--- config.mk ---
export PLATFORM = sky130hd
export DESIGN_NAME = track_run_speed_sequencer_top_flat
export DESIGN_NICKNAME = d
export VERILOG_FILES = /design/src/tracksq_pkg.sv /design/src/tracksq_if.sv /design/src/track_run_speed_sequencer_top.sv /design/src/flat_wrapper.sv
export SDC_FILE = /design/constraint.sdc
export NUM_CORES = 1
export LEC_CHECK = 0
export BUFFER_PORTS_ARGS = -buffer_cell sky130_fd_sc_hd__buf_2
export CAP_MARGIN = 0
export CORE_AREA = 8 8 211 213
export CTS_BUF_LIST = sky130_fd_sc_hd__clkbuf_4 sky130_fd_sc_hd__clkbuf_8
export CTS_CLUSTER_SIZE = 40
export DETAILED_ROUTE_END_ITERATION = 8
export DIE_AREA = 0 0 219 221
export PLACE_DENSITY = 0.82
export SLEW_MARGIN = 20
export SYNTH_ARGS = -nofsm -noshare
export SYNTH_HDL_FRONTEND = slang
export SYNTH_SLANG_ARGS = --single-unit
--- constraint.sdc ---
create_clock -name clock -period 13.9 [get_ports clock]
set_input_delay 1.39 -clock clock [delete_from_list [all_inputs] [get_ports clock]]
set_output_delay 1.39 -clock clock [all_outputs]
set_load 0.02 [all_outputs]
--- src/tracksq_pkg.sv ---
// Package for the track run speed sequencer: mode codes, register indexes,
// result payload type and the stop-detection constants. No dependencies.
`default_nettype none

package tracksq_pkg;

   localparam int unsigned CAL_STOP_SAMPLES = 10;
   localparam int unsigned RUN_STOP_SAMPLES = 3;
   localparam int unsigned STOP_PULSE_LIMIT = 4;

   localparam int unsigned DIST_W  = 31;
   localparam int unsigned SPEED_W = 16;
   localparam int unsigned POS_W   = 32;
   localparam int unsigned DELTA_W = 16;
   localparam int unsigned STILL_W = 4;
   localparam int unsigned CSR_IDX_W = 3;

   localparam logic [DIST_W-1:0]  DISTANCE_MIN_RST = 31'd64;
   localparam logic [SPEED_W-1:0] SPEED_MAX_RST    = 16'd20;
   localparam logic [SPEED_W-1:0] CRAWL_SPEED_RST  = 16'd5;
   localparam logic [SPEED_W-1:0] SPEED_BRAKE_RST  = 16'd3;
   localparam logic [POS_W-1:0]   LENGTH_UNKNOWN   = 32'hFFFF_FFFF;

   typedef enum logic [1:0] {
      MODE_CAL  = 2'd0,
      MODE_IDLE = 2'd1,
      MODE_RUN  = 2'd2
   } mode_type;

   typedef enum logic [CSR_IDX_W-1:0] {
      REG_DISTANCE_MIN   = 3'd0,
      REG_BRAKE_DISTANCE = 3'd1,
      REG_SLOW_DISTANCE  = 3'd2,
      REG_SPEED_MAX      = 3'd3,
      REG_CRAWL_SPEED    = 3'd4,
      REG_SPEED_BRAKE    = 3'd5
   } csr_index_type;

   typedef struct packed {
      logic [1:0]         mode;
      logic [SPEED_W-1:0] speed_setpoint;
      logic               direction;
      logic               run_done;
      logic               start_accepted;
      logic [POS_W-1:0]   lap_length;
   } rsp_payload_type;

   // Unsigned magnitude of a two's complement word; the most negative value maps to 2^31.
   function automatic logic [POS_W-1:0] mag32(input logic [POS_W-1:0] v);
      mag32 = v[POS_W-1] ? (~v + 32'd1) : v;
   endfunction

endpackage

`default_nettype wire

--- src/tracksq_if.sv ---
// Channel interfaces for the track run speed sequencer: sample/start requests
// in, status results out. Depends on tracksq_pkg for field widths.
`default_nettype none

interface tracksq_req_if;
   logic                                valid;
   logic                                ready;
   logic                                operation;
   logic signed [tracksq_pkg::DELTA_W-1:0] encoder_delta;

   modport source (output valid, output operation, output encoder_delta, input ready);
   modport sink   (input valid, input operation, input encoder_delta, output ready);
endinterface

interface tracksq_rsp_if;
   logic                                valid;
   logic                                ready;
   logic [1:0]                          mode;
   logic [tracksq_pkg::SPEED_W-1:0]     speed_setpoint;
   logic                                direction;
   logic                                run_done;
   logic                                start_accepted;
   logic signed [tracksq_pkg::POS_W-1:0] lap_length;

   modport source (output valid, output mode, output speed_setpoint, output direction,
                   output run_done, output start_accepted, output lap_length, input ready);
   modport sink   (input valid, input mode, input speed_setpoint, input direction,
                   input run_done, input start_accepted, input lap_length, output ready);
endinterface

`default_nettype wire

--- src/track_run_speed_sequencer_top.sv ---
// Top level of the track run speed sequencer: run state, config registers and
// a two-entry result buffer. Depends on tracksq_pkg and tracksq_if.sv.
//
// Usage:
//   req_bus carries one item per transfer: an encoder sample tick
//   (operation 0, signed encoder_delta) or a start request (operation 1).
//   rsp_bus returns exactly one result per item: the mode, speed setpoint,
//   direction and lap length after the item, plus run_done/start_accepted.
//   csr_* writes one config register per cycle with csr_write_en high;
//   write only while no item is in flight.
// Timing:
//   An accepted item updates the run state registers; its result is registered
//   in the output register driving rsp_bus, or in the skid entry while that one
//   holds an untaken result. One item per cycle is sustained while results
//   are taken; the update is adds, magnitude compares and the mode decision.
// Reset: synchronous, active high. Starts in a freshly prepared calibration
//   run (position 0, lap length -1, setpoint crawl speed) with reset registers.
// Stall: the output register plus one skid entry absorb a stalled receiver;
//   req_bus.ready drops only while both hold results.
`default_nettype none

module track_run_speed_sequencer_top (
   input  wire logic                                  clock,
   input  wire logic                                  reset,
   tracksq_req_if.sink                                req_bus,
   tracksq_rsp_if.source                              rsp_bus,
   input  wire logic                                  csr_write_en,
   input  wire logic [tracksq_pkg::CSR_IDX_W-1:0]     csr_index,
   input  wire logic [tracksq_pkg::DIST_W-1:0]        csr_write_data
);

   localparam int unsigned PW = tracksq_pkg::POS_W;
   localparam int unsigned SW = tracksq_pkg::SPEED_W;
   localparam int unsigned DW = tracksq_pkg::DIST_W;
   localparam int unsigned CW = tracksq_pkg::STILL_W;

   // config registers
   logic [DW-1:0] distance_min_ff, brake_distance_ff, slow_distance_ff;
   logic [SW-1:0] speed_max_ff, crawl_speed_ff, speed_brake_ff;

   // run state
   tracksq_pkg::mode_type mode_ff, mode_in;
   logic [PW-1:0] position_ff, position_in;
   logic [PW-1:0] learned_ff, learned_in;
   logic          direction_ff, direction_in;
   logic [CW-1:0] still_ff, still_in;
   logic [SW-1:0] setpoint_ff, setpoint_in;

   // result buffer
   tracksq_pkg::rsp_payload_type out_ff, out_in, skid_ff, skid_in, result;
   logic out_valid_ff, out_valid_in, skid_valid_ff, skid_valid_in;

   logic accept, take;
   logic run_done, start_accepted;

   // datapath scratch
   logic          is_cal;
   logic [PW-1:0] delta_ext, pos_new, togo, learned_cand;
   logic [PW-1:0] dbrake, dslow;
   logic [SW-1:0] vbrake;
   logic [DW-1:0] delta_mag;
   logic [CW-1:0] still_next, still_limit;
   logic          end_of_run;

   assign req_bus.ready = !skid_valid_ff;
   assign accept = req_bus.valid && !skid_valid_ff;
   assign take   = out_valid_ff && rsp_bus.ready;

   always_comb begin
      is_cal    = (mode_ff == tracksq_pkg::MODE_CAL);
      dbrake    = is_cal ? '0 : {1'b0, brake_distance_ff};
      dslow     = is_cal ? '0 : {1'b0, slow_distance_ff};
      vbrake    = is_cal ? crawl_speed_ff : speed_brake_ff;
      still_limit = is_cal ? CW'(tracksq_pkg::CAL_STOP_SAMPLES)
                           : CW'(tracksq_pkg::RUN_STOP_SAMPLES);
      delta_ext = PW'(signed'(req_bus.encoder_delta));
      pos_new   = position_ff + delta_ext;
      togo      = tracksq_pkg::mag32(learned_ff + pos_new);
      delta_mag = DW'(tracksq_pkg::mag32(delta_ext));

      if (delta_mag <= DW'(tracksq_pkg::STOP_PULSE_LIMIT)) begin
         still_next = (still_ff == '1) ? still_ff : still_ff + CW'(1);
      end else begin
         still_next = '0;
      end
      end_of_run = (still_next > still_limit);
      learned_cand = (tracksq_pkg::mag32(pos_new) >= {1'b0, distance_min_ff})
                     ? pos_new : learned_ff;

      mode_in        = mode_ff;
      position_in    = position_ff;
      learned_in     = learned_ff;
      direction_in   = direction_ff;
      still_in       = still_ff;
      setpoint_in    = setpoint_ff;
      run_done       = 1'b0;
      start_accepted = 1'b0;

      if (req_bus.operation) begin
         if (mode_ff == tracksq_pkg::MODE_IDLE) begin
            mode_in        = tracksq_pkg::MODE_RUN;
            position_in    = '0;
            setpoint_in    = speed_max_ff;
            start_accepted = 1'b1;
         end
      end else if (mode_ff != tracksq_pkg::MODE_IDLE) begin
         position_in = pos_new;
         still_in    = still_next;
         if (tracksq_pkg::mag32(learned_ff) <= tracksq_pkg::mag32(pos_new) || togo < dbrake) begin
            setpoint_in = vbrake;
         end else if (togo < dslow) begin
            setpoint_in = crawl_speed_ff;
         end
         if (end_of_run) begin
            run_done     = 1'b1;
            direction_in = !direction_ff;
            learned_in   = learned_cand;
            if (tracksq_pkg::mag32(learned_cand) >= {1'b0, distance_min_ff}) begin
               mode_in = tracksq_pkg::MODE_IDLE;
            end else begin
               // lap too short: prepare the next calibration run at once
               mode_in     = tracksq_pkg::MODE_CAL;
               position_in = '0;
               learned_in  = tracksq_pkg::LENGTH_UNKNOWN;
               setpoint_in = crawl_speed_ff;
            end
         end
      end

      result.mode           = mode_in;
      result.speed_setpoint = setpoint_in;
      result.direction      = direction_in;
      result.run_done       = run_done;
      result.start_accepted = start_accepted;
      result.lap_length     = learned_in;
   end

   // result buffer: output register plus one skid entry
   always_comb begin
      out_in        = out_ff;
      out_valid_in  = out_valid_ff;
      skid_in       = skid_ff;
      skid_valid_in = skid_valid_ff;
      if (take) begin
         if (skid_valid_ff) begin
            out_in        = skid_ff;
            skid_valid_in = 1'b0;
         end else if (accept) begin
            out_in = result;
         end else begin
            out_valid_in = 1'b0;
         end
      end else if (accept) begin
         if (out_valid_ff) begin
            skid_in       = result;
            skid_valid_in = 1'b1;
         end else begin
            out_in       = result;
            out_valid_in = 1'b1;
         end
      end
   end

   always_ff @(posedge clock) begin
      out_ff  <= out_in;
      skid_ff <= skid_in;
      if (reset) begin
         out_valid_ff      <= 1'b0;
         skid_valid_ff     <= 1'b0;
         mode_ff           <= tracksq_pkg::MODE_CAL;
         position_ff       <= '0;
         learned_ff        <= tracksq_pkg::LENGTH_UNKNOWN;
         direction_ff      <= 1'b0;
         still_ff          <= '0;
         setpoint_ff       <= tracksq_pkg::CRAWL_SPEED_RST;
         distance_min_ff   <= tracksq_pkg::DISTANCE_MIN_RST;
         brake_distance_ff <= '0;
         slow_distance_ff  <= '0;
         speed_max_ff      <= tracksq_pkg::SPEED_MAX_RST;
         crawl_speed_ff    <= tracksq_pkg::CRAWL_SPEED_RST;
         speed_brake_ff    <= tracksq_pkg::SPEED_BRAKE_RST;
      end else begin
         out_valid_ff  <= out_valid_in;
         skid_valid_ff <= skid_valid_in;
         if (accept) begin
            mode_ff      <= mode_in;
            position_ff  <= position_in;
            learned_ff   <= learned_in;
            direction_ff <= direction_in;
            still_ff     <= still_in;
            setpoint_ff  <= setpoint_in;
         end
         if (csr_write_en) begin
            unique case (csr_index)
               tracksq_pkg::REG_DISTANCE_MIN:   distance_min_ff   <= csr_write_data;
               tracksq_pkg::REG_BRAKE_DISTANCE: brake_distance_ff <= csr_write_data;
               tracksq_pkg::REG_SLOW_DISTANCE:  slow_distance_ff  <= csr_write_data;
               tracksq_pkg::REG_SPEED_MAX:      speed_max_ff      <= csr_write_data[SW-1:0];
               tracksq_pkg::REG_CRAWL_SPEED:    crawl_speed_ff    <= csr_write_data[SW-1:0];
               tracksq_pkg::REG_SPEED_BRAKE:    speed_brake_ff    <= csr_write_data[SW-1:0];
               default: begin
                  // drop writes to unused indexes
               end
            endcase
         end
      end
   end

   assign rsp_bus.valid          = out_valid_ff;
   assign rsp_bus.mode           = out_ff.mode;
   assign rsp_bus.speed_setpoint = out_ff.speed_setpoint;
   assign rsp_bus.direction      = out_ff.direction;
   assign rsp_bus.run_done       = out_ff.run_done;
   assign rsp_bus.start_accepted = out_ff.start_accepted;
   assign rsp_bus.lap_length     = out_ff.lap_length;

endmodule

`default_nettype wire

--- src/flat_wrapper.sv ---
// flat-port wrapper written by rule: the top's interface ports become plain ports
module track_run_speed_sequencer_top_flat 
  (clock, reset, csr_write_en, csr_index, csr_write_data, req_bus_valid, req_bus_operation, req_bus_encoder_delta, req_bus_ready, rsp_bus_valid, rsp_bus_mode, rsp_bus_speed_setpoint, rsp_bus_direction, rsp_bus_run_done, rsp_bus_start_accepted, rsp_bus_lap_length, rsp_bus_ready);
  tracksq_req_if req_bus_i ();
  tracksq_rsp_if rsp_bus_i ();
  input  wire logic clock;
  input  wire logic reset;
  input  wire logic csr_write_en;
  input  wire logic [tracksq_pkg::CSR_IDX_W-1:0] csr_index;
  input  wire logic [tracksq_pkg::DIST_W-1:0] csr_write_data;
  input wire logic [$bits(req_bus_i.valid)-1:0] req_bus_valid;
  input wire logic [$bits(req_bus_i.operation)-1:0] req_bus_operation;
  input wire logic [$bits(req_bus_i.encoder_delta)-1:0] req_bus_encoder_delta;
  output wire logic [$bits(req_bus_i.ready)-1:0] req_bus_ready;
  output wire logic [$bits(rsp_bus_i.valid)-1:0] rsp_bus_valid;
  output wire logic [$bits(rsp_bus_i.mode)-1:0] rsp_bus_mode;
  output wire logic [$bits(rsp_bus_i.speed_setpoint)-1:0] rsp_bus_speed_setpoint;
  output wire logic [$bits(rsp_bus_i.direction)-1:0] rsp_bus_direction;
  output wire logic [$bits(rsp_bus_i.run_done)-1:0] rsp_bus_run_done;
  output wire logic [$bits(rsp_bus_i.start_accepted)-1:0] rsp_bus_start_accepted;
  output wire logic [$bits(rsp_bus_i.lap_length)-1:0] rsp_bus_lap_length;
  input wire logic [$bits(rsp_bus_i.ready)-1:0] rsp_bus_ready;
  assign req_bus_i.valid = req_bus_valid;
  assign req_bus_i.operation = req_bus_operation;
  assign req_bus_i.encoder_delta = req_bus_encoder_delta;
  assign req_bus_ready = req_bus_i.ready;
  assign rsp_bus_valid = rsp_bus_i.valid;
  assign rsp_bus_mode = rsp_bus_i.mode;
  assign rsp_bus_speed_setpoint = rsp_bus_i.speed_setpoint;
  assign rsp_bus_direction = rsp_bus_i.direction;
  assign rsp_bus_run_done = rsp_bus_i.run_done;
  assign rsp_bus_start_accepted = rsp_bus_i.start_accepted;
  assign rsp_bus_lap_length = rsp_bus_i.lap_length;
  assign rsp_bus_i.ready = rsp_bus_ready;
  track_run_speed_sequencer_top u_core (.clock(clock), .reset(reset), .req_bus(req_bus_i), .rsp_bus(rsp_bus_i), .csr_write_en(csr_write_en), .csr_index(csr_index), .csr_write_data(csr_write_data));
endmodule
==> flow_summary.yaml, run 1 <==
global_routing:
  grt_max_degree: 128
  antenna_found_initial: 5
  grt_overflow: 0
  grt_usage: 0.380
  grt_pass1_wl_mm: 147
  grt_pass1_vias: 26100
drt:
  wire_per_inst_microns: 24.7
  dr.pass1.iters: 9
  wl_mm: 96.1
  detail-route-antenna-nets: 0
  drt_iter0_drc: 3933
  vias: 27300
  drc: 0
  viasPerCell: 7.02
finish:
  finalInstanceArea_sq_mm: 0.0285
  fin_nets: 3578
  syn_to_final_growth_pct: 8.23
  drive_gt1_frac: 0.116
  final_core_util: 0.689
worst_setup_path:
  r2r_start: "u_core.position_ff[0]"
  startpoint: "req_bus_encoder_delta[0]"
  required_ns: 14.42
  cp_data_arrival_time_ns: 12.52
  path_class: "input pin to register"
  max_stage_delay_ns: 0.69
  startpoint_type: "input pin"
  ff2ff_setup_slack_ns: 2.44
  reg2reg_depth: 42
  worst_setup_path_end_kind: "register"
  cp_max_fo: 30
  r2r_end: "u_core.learned_ff[2]"
  crit_end: "u_core.learned_ff[2]"
  slowest_stage: "or4_1"
logic_synthesis:
  synthArstFlopShare: 0
  yosysWarnings: 0
  synth_flop_cell: "dfxtp_1"
  synth_common_cells: "525 x nand2_1, 319 x a21oi_1, 236 x nor2_1"
  synthAdderAreaFrac: 0.109
  netlist_area_sq_mm: 0.0263
  yosys.area.top_type_share: 0.175
  ys_ff_latch: 336
  synth_xor_area_frac: 0.0498
  synth_mux_area_frac: 0.0149
  yosys-top-cells-area: "dfxtp_1 18%, edfxtp_1 12%, ha_1 11%"
  syn-num-nets: 3567
  synth-edff-count: 106
  synth_most_common_cell: "nand2_1"
  synth_compound_area_frac: 0.270
  synth_top_family_by_area: "compound AO/OA/AOI/OAI gates"
  syn_avg_cell_area_sq_um: 8.01
  ys_seq_area_frac: 0.296
  yosys.area.top_type: "dfxtp_1"
  synth_cell_types: 113
  yosys.area_share.simple: 0.208
  synth_cells: 3283
die:
  core_area_sq_mm: 0.0413
  die_x_microns: 219
  start_util: 0.637
  rows: 75
  ios: 111
  die_y_microns: 221
  fp.dieArea_sq_mm: 0.0484
placement:
  place_congestion: 1.10
  dpl_cell_area_sq_mm: 0.0271
  io_buffers: 110
  place_hpwl_mm: 69.3
outcome:
  status: "finished, final reports clean"
cts:
  cts_resized: 0
  clockBufferDepth: 3
  numCtsBuffers: 57
  htree_levels: 2
  clkSlewWorstSetupHoldPaths_ns: 0.07
  cts.sinks: 336
  clock_latency_ns: 0.73
  cts_setup_buffers: 0
  postCtsHoldBufs: 0
  cts_root_buf: "clkbuf_8"
  cts_tree: "built"
sta:
  drv_slew: 0
  timing.final.crit_share: 0.863
  max_freq_ghz: 0.0834
  setup_viol: 0
  fin_crit_ns: 12.00
  slew_headroom: 0.146
  hold_violations: 0
  rsz0062_at_grt: "no"
  fin_worst_skew_ns: 0.0578
  finalSetupTns_ns: 0
  worstMarginPinSlew_ns: 1.27
pwr:
  clkPwrFrac: 0.272
  seqPwrFrac: 0.280
  p_per_area_mw_per_mm2: 136
  p_comb_frac: 0.448
  leakage_nw: 10.6
  p_sw_frac: 0.401
  p_sw_mw: 1.55
  max-vdd-ir-drop_mv: 0.127
  internal-power_mw: 2.32
hold_path:
  hp-class: "register to register"
job:
  drv_cap: 0
-- cell families (layout without fill, tap and decap cells) --
logic type / after synthesis / count (layout)
flops: 336 / 336
mux: 38 / 38
other cells: 0 / 2
buf+inv: 330 / 390
compound gates: 1031 / 1031
xor+xnor: 148 / 148
fa+ha+maj: 228 / 228
simple gates: 1172 / 1172
-- through the flow --
step	setup slack, ns	power, mW	cells	hold slack (ns)
2_1_floorplan	3.52	2.30	3283	0.433
3_3_place_gp	1.79	2.68	3773	0.440
3_5_place_dp	1.46	2.74	3773	0.447
4_1_cts	2.10	3.79	3881	0.455
5_1_grt	1.29	4.07	3883	0.471
6_report	1.90	3.87	3884	0.456
-- final cells by class --
| type | instances | area [sq um] |
|---|---|---|
| Tap cell | 539 | 674 |
| Antenna cell | 2 | 5.00 |
| Timing Repair Buffer | 163 | 987 |
| Fill cell | 3301 | 12800 |
| Multi-Input combinational cell | 2617 | 17200 |
| Inverter | 119 | 447 |
| Sequential cell | 336 | 7790 |
| Clock buffer | 87 | 1100 |
| Clock inverter | 21 | 241 |
-- worst max-delay path, delay by kind of cell --
family          cells  cell delay (ns)
simple gates       16             4.56
compound gates     12             3.03
fa+ha+maj           5             1.61
buf+inv             6             1.03
mux                 2             0.53
xor+xnor            2             0.30
-- registers in the layout, summed over array words and instances, names as in the netlist, 2 cells and up --
signal / count
u_core.crawl_speed_ff: 16
u_core.still_ff: 4
u_core.rsp_bus.speed_setpoint: 16
u_core.position_ff: 32
u_core.speed_brake_ff: 16
u_core.setpoint_ff: 16
u_core.rsp_bus.mode: 2
u_core.slow_distance_ff: 31
u_core.distance_min_ff: 31
u_core.brake_distance_ff: 31
u_core.skid_ff: 53
u_core.speed_max_ff: 16
u_core.mode_ff: 2
u_core.rsp_bus.lap_length: 32
u_core.learned_ff: 32
-- worst min-delay path by stage --
| stage | cells after the start | endpoint | from |
|---|---|---|---|
| 2_1_floorplan | 2 | u_core.speed_brake_ff[13] | u_core.speed_brake_ff[13] |
| 3_3_place_gp | 2 | u_core.speed_brake_ff[6] | u_core.speed_brake_ff[6] |
| 3_5_place_dp | 2 | u_core.slow_distance_ff[30] | u_core.slow_distance_ff[30] |
| 4_1_cts | 2 | u_core.slow_distance_ff[30] | u_core.slow_distance_ff[30] |
| 5_1_grt | 2 | u_core.distance_min_ff[17] | u_core.distance_min_ff[17] |
| 6_report | 2 | u_core.distance_min_ff[13] | u_core.distance_min_ff[13] |
-- power groups by stage --
stage               Clock, mW  Sequential (mW)  Combinational [mW]
finish                   1.05             1.08                1.73
global route             1.09             1.08                1.89
CTS                      1.05             1.08                1.66
detailed placement          0             1.10                1.64
global placement            0             1.10                1.59
floorplan                   0             1.10                1.20
-- layer usage --
metal | global-route usage | part of all wire
met5 | 0 | 0.00042
met4 | 0.197 | 0.056
met3 | 0.0794 | 0.13
met2 | 0.582 | 0.43
met1 | 0.500 | 0.38
-- cell usage in the layout, fill, tap and decap left out, types with 25 or more instances in the layout --
cell type and instances:
a211oi_1 43, a21oi_1 318, or3_1 29, ha_1 226
o211ai_1 27, nand3_1 57, nor2_1 231, mux2i_1 29
buf_2 109, inv_1 116, xnor2_1 112, xor2_1 33
nand2b_1 27, nand4_1 45, a2111oi_2 29, o21a_1 31
o21ai_0 172, a32oi_1 36, and2_1 25, a21o_1 66
nor3_1 60, buf_4 51, o31ai_1 28, dfxtp_1 230
clkbuf_8 71, edfxtp_1 106, nor4_1 44, nand2_1 523
Note: power is estimated with default switching activity, not from simulation.
==> inputs of run 2 (changes only) <==
--- a/config.mk
+++ b/config.mk
@@ -7,12 +7,12 @@
 export LEC_CHECK = 0
 export BUFFER_PORTS_ARGS = -buffer_cell sky130_fd_sc_hd__buf_2
 export CAP_MARGIN = 0
-export CORE_AREA = 8 8 211 213
+export CORE_AREA = 8 8 221 223
 export CTS_BUF_LIST = sky130_fd_sc_hd__clkbuf_4 sky130_fd_sc_hd__clkbuf_8
 export CTS_CLUSTER_SIZE = 40
 export DETAILED_ROUTE_END_ITERATION = 8
-export DIE_AREA = 0 0 219 221
-export PLACE_DENSITY = 0.82
+export DIE_AREA = 0 0 229 231
+export PLACE_DENSITY = 0.79
 export SLEW_MARGIN = 20
 export SYNTH_ARGS = -nofsm -noshare
 export SYNTH_HDL_FRONTEND = slang
==> constraint.sdc (replaced) <==
create_clock -name clock -period 9.94 [get_ports clock]
set_input_delay 0.994 -clock clock [delete_from_list [all_inputs] [get_ports clock]]
set_output_delay 0.994 -clock clock [all_outputs]
set_load 0.02 [all_outputs]
==> flow_summary.yaml, run 2 (same netlist as run 1, synthesis figures left out) <==
outcome:
  status: "finished, final reports clean"
finish:
  final_common_cell: "nand2_1"
  fin_nets: 3813
  largest_register_ffs: 53
  regMostFlops: "u_core.skid_ff"
  syn_to_final_growth_pct: 15.3
  drive_gt1_frac: 0.178
  layout_common_cells: "523 x nand2_1, 317 x a21oi_1, 286 x buf_4"
  diodes: 0
cts:
  cts_tree: "built"
  numCtsBuffers: 54
  clockBufferDepth: 3
  clkSlewWorstSetupHoldPaths_ns: 0.07
  htree_levels: 2
  cts_root_buf: "clkbuf_8"
  postCtsHoldBufs: 0
  clock_latency_ns: 0.71
  cts.sinks: 336
pwr:
  p_per_area_mw_per_mm2: 180
  p_total_mw: 5.45
  leakage_nw: 11.8
  max-vdd-ir-drop_mv: 0.155
worst_setup_path:
  cp_data_arrival_time_ns: 10.07
  required_ns: 10.39
  worst_setup_path_end_kind: "register"
  path_class: "input pin to register"
  max_stage_delay_ns: 0.55
  crit_top_cell: "buf_4"
  cp_max_fo: 10
  startpoint_type: "input pin"
  slowest_stage: "or4_4"
sta:
  setup_viol: 0
  max_freq_ghz: 0.104
  setup_slack_ns: 0.318
  slew_headroom: 0.293
  fin_crit_ns: 9.62
  worstMarginPinSlew_ns: 1.06
  timing.final.crit_share: 0.968
  hold_violations: 0
  fin_worst_skew_ns: 0.0454
  drv_slew: 0
job:
  drv_cap: 0
die:
  die_y_microns: 231
  die_x_microns: 229
  start_util: 0.583
  rows: 78
  fp.dieArea_sq_mm: 0.0529
  core_area_sq_mm: 0.0451
  ios: 111
drt:
  vias: 27300
  wire_per_inst_microns: 22.8
  drc: 0
  dr.pass1.iters: 7
  drt_iter0_drc: 3467
  viasPerCell: 6.53
  detail-route-antenna-nets: 0
  wl_mm: 95.2
placement:
  pre_cts_slack_ns: -0.471
  place_hpwl_mm: 71.9
  place_congestion: 0.981
  io_buffers: 110
hold_path:
  hp-class: "register to register"
global_routing:
  antenna_found_initial: 1
  grt_pass1_wl_mm: 146
  grt_usage: 0.342
  grt_overflow: 0
  grt_pass1_vias: 25800
  grt_max_degree: 135
-- run 2: cell count changes in the layout (fill, tap and decap cells not counted), sizes merged --
cell    before  now
clkbuf      87   83
diode        2    0
inv        120  121
buf        163  400
bufinv       5    3
clkinv      14   12
-- run 2: through the flow --
step                cells  area, sq um  setup TNS, ns   util  hold slack (ns)
floorplan            3283        26300              0      -            0.433
global placement     4062        28900         -11.56  0.641            0.443
detailed placement   4062        28900         -45.92  0.641            0.447
CTS                  4162        30100              0  0.668            0.456
global route         4173        30300        -0.0409  0.673            0.470
finish               4173        30300              0  0.673            0.458
-- run 2: layer usage --
layer  part of all wire  track usage  vias to the layer above
li1                   -            -                    12600
met1               0.41        0.457                    12900
met2               0.44        0.542                     1524
met3               0.11       0.0610                      259
met4              0.041        0.142                        0
met5                  0            0                        -
-- run 2: final timing paths --
kind / from / end / slack [ns] / cells after the start
max: req_bus_encoder_delta[0] / u_core.skid_ff[23] / 0.32 / 48
min: u_core.slow_distance_ff[19] / u_core.slow_distance_ff[19] / 0.46 / 2
max reg2reg: u_core.position_ff[0] / u_core.skid_ff[23] / 0.41 / 47
min reg2reg: u_core.slow_distance_ff[19] / u_core.slow_distance_ff[19] / 0.46 / 2
-- run 2: final cells by class --
class,count,area [sq um]
Clock buffer,82,1050
Clock inverter,18,189
Fill cell,3774,14800
Inverter,119,447
Multi-Input combinational cell,2617,17300
Sequential cell,336,7790
Tap cell,600,751
Timing Repair Buffer,401,2810
-- run 2: critical path: cells and delay by family --
family,cells,cell delay (ns)
AND/OR/NAND/NOR,16,3.39
XOR/XNOR,2,0.24
adder cells (fa/ha/maj),5,1.42
multiplexers,2,0.46
AO/OA/AOI/OAI,12,2.07
buffers and inverters,11,1.50
-- run 2: where the power goes --
| part | leakage (nW) | switching, mW | internal, mW |
|---|---|---|---|
| logic | 8.37 | 1.50 | 1.06 |
| clock network | 0.655 | 0.616 | 0.758 |
| registers | 2.73 | 0.0420 | 1.47 |
-- run 2: repair_timing --
item	in CTS	in global routing
endpoints found under the setup margin	0	177
resized for setup	0	18
buffers inserted	0	10
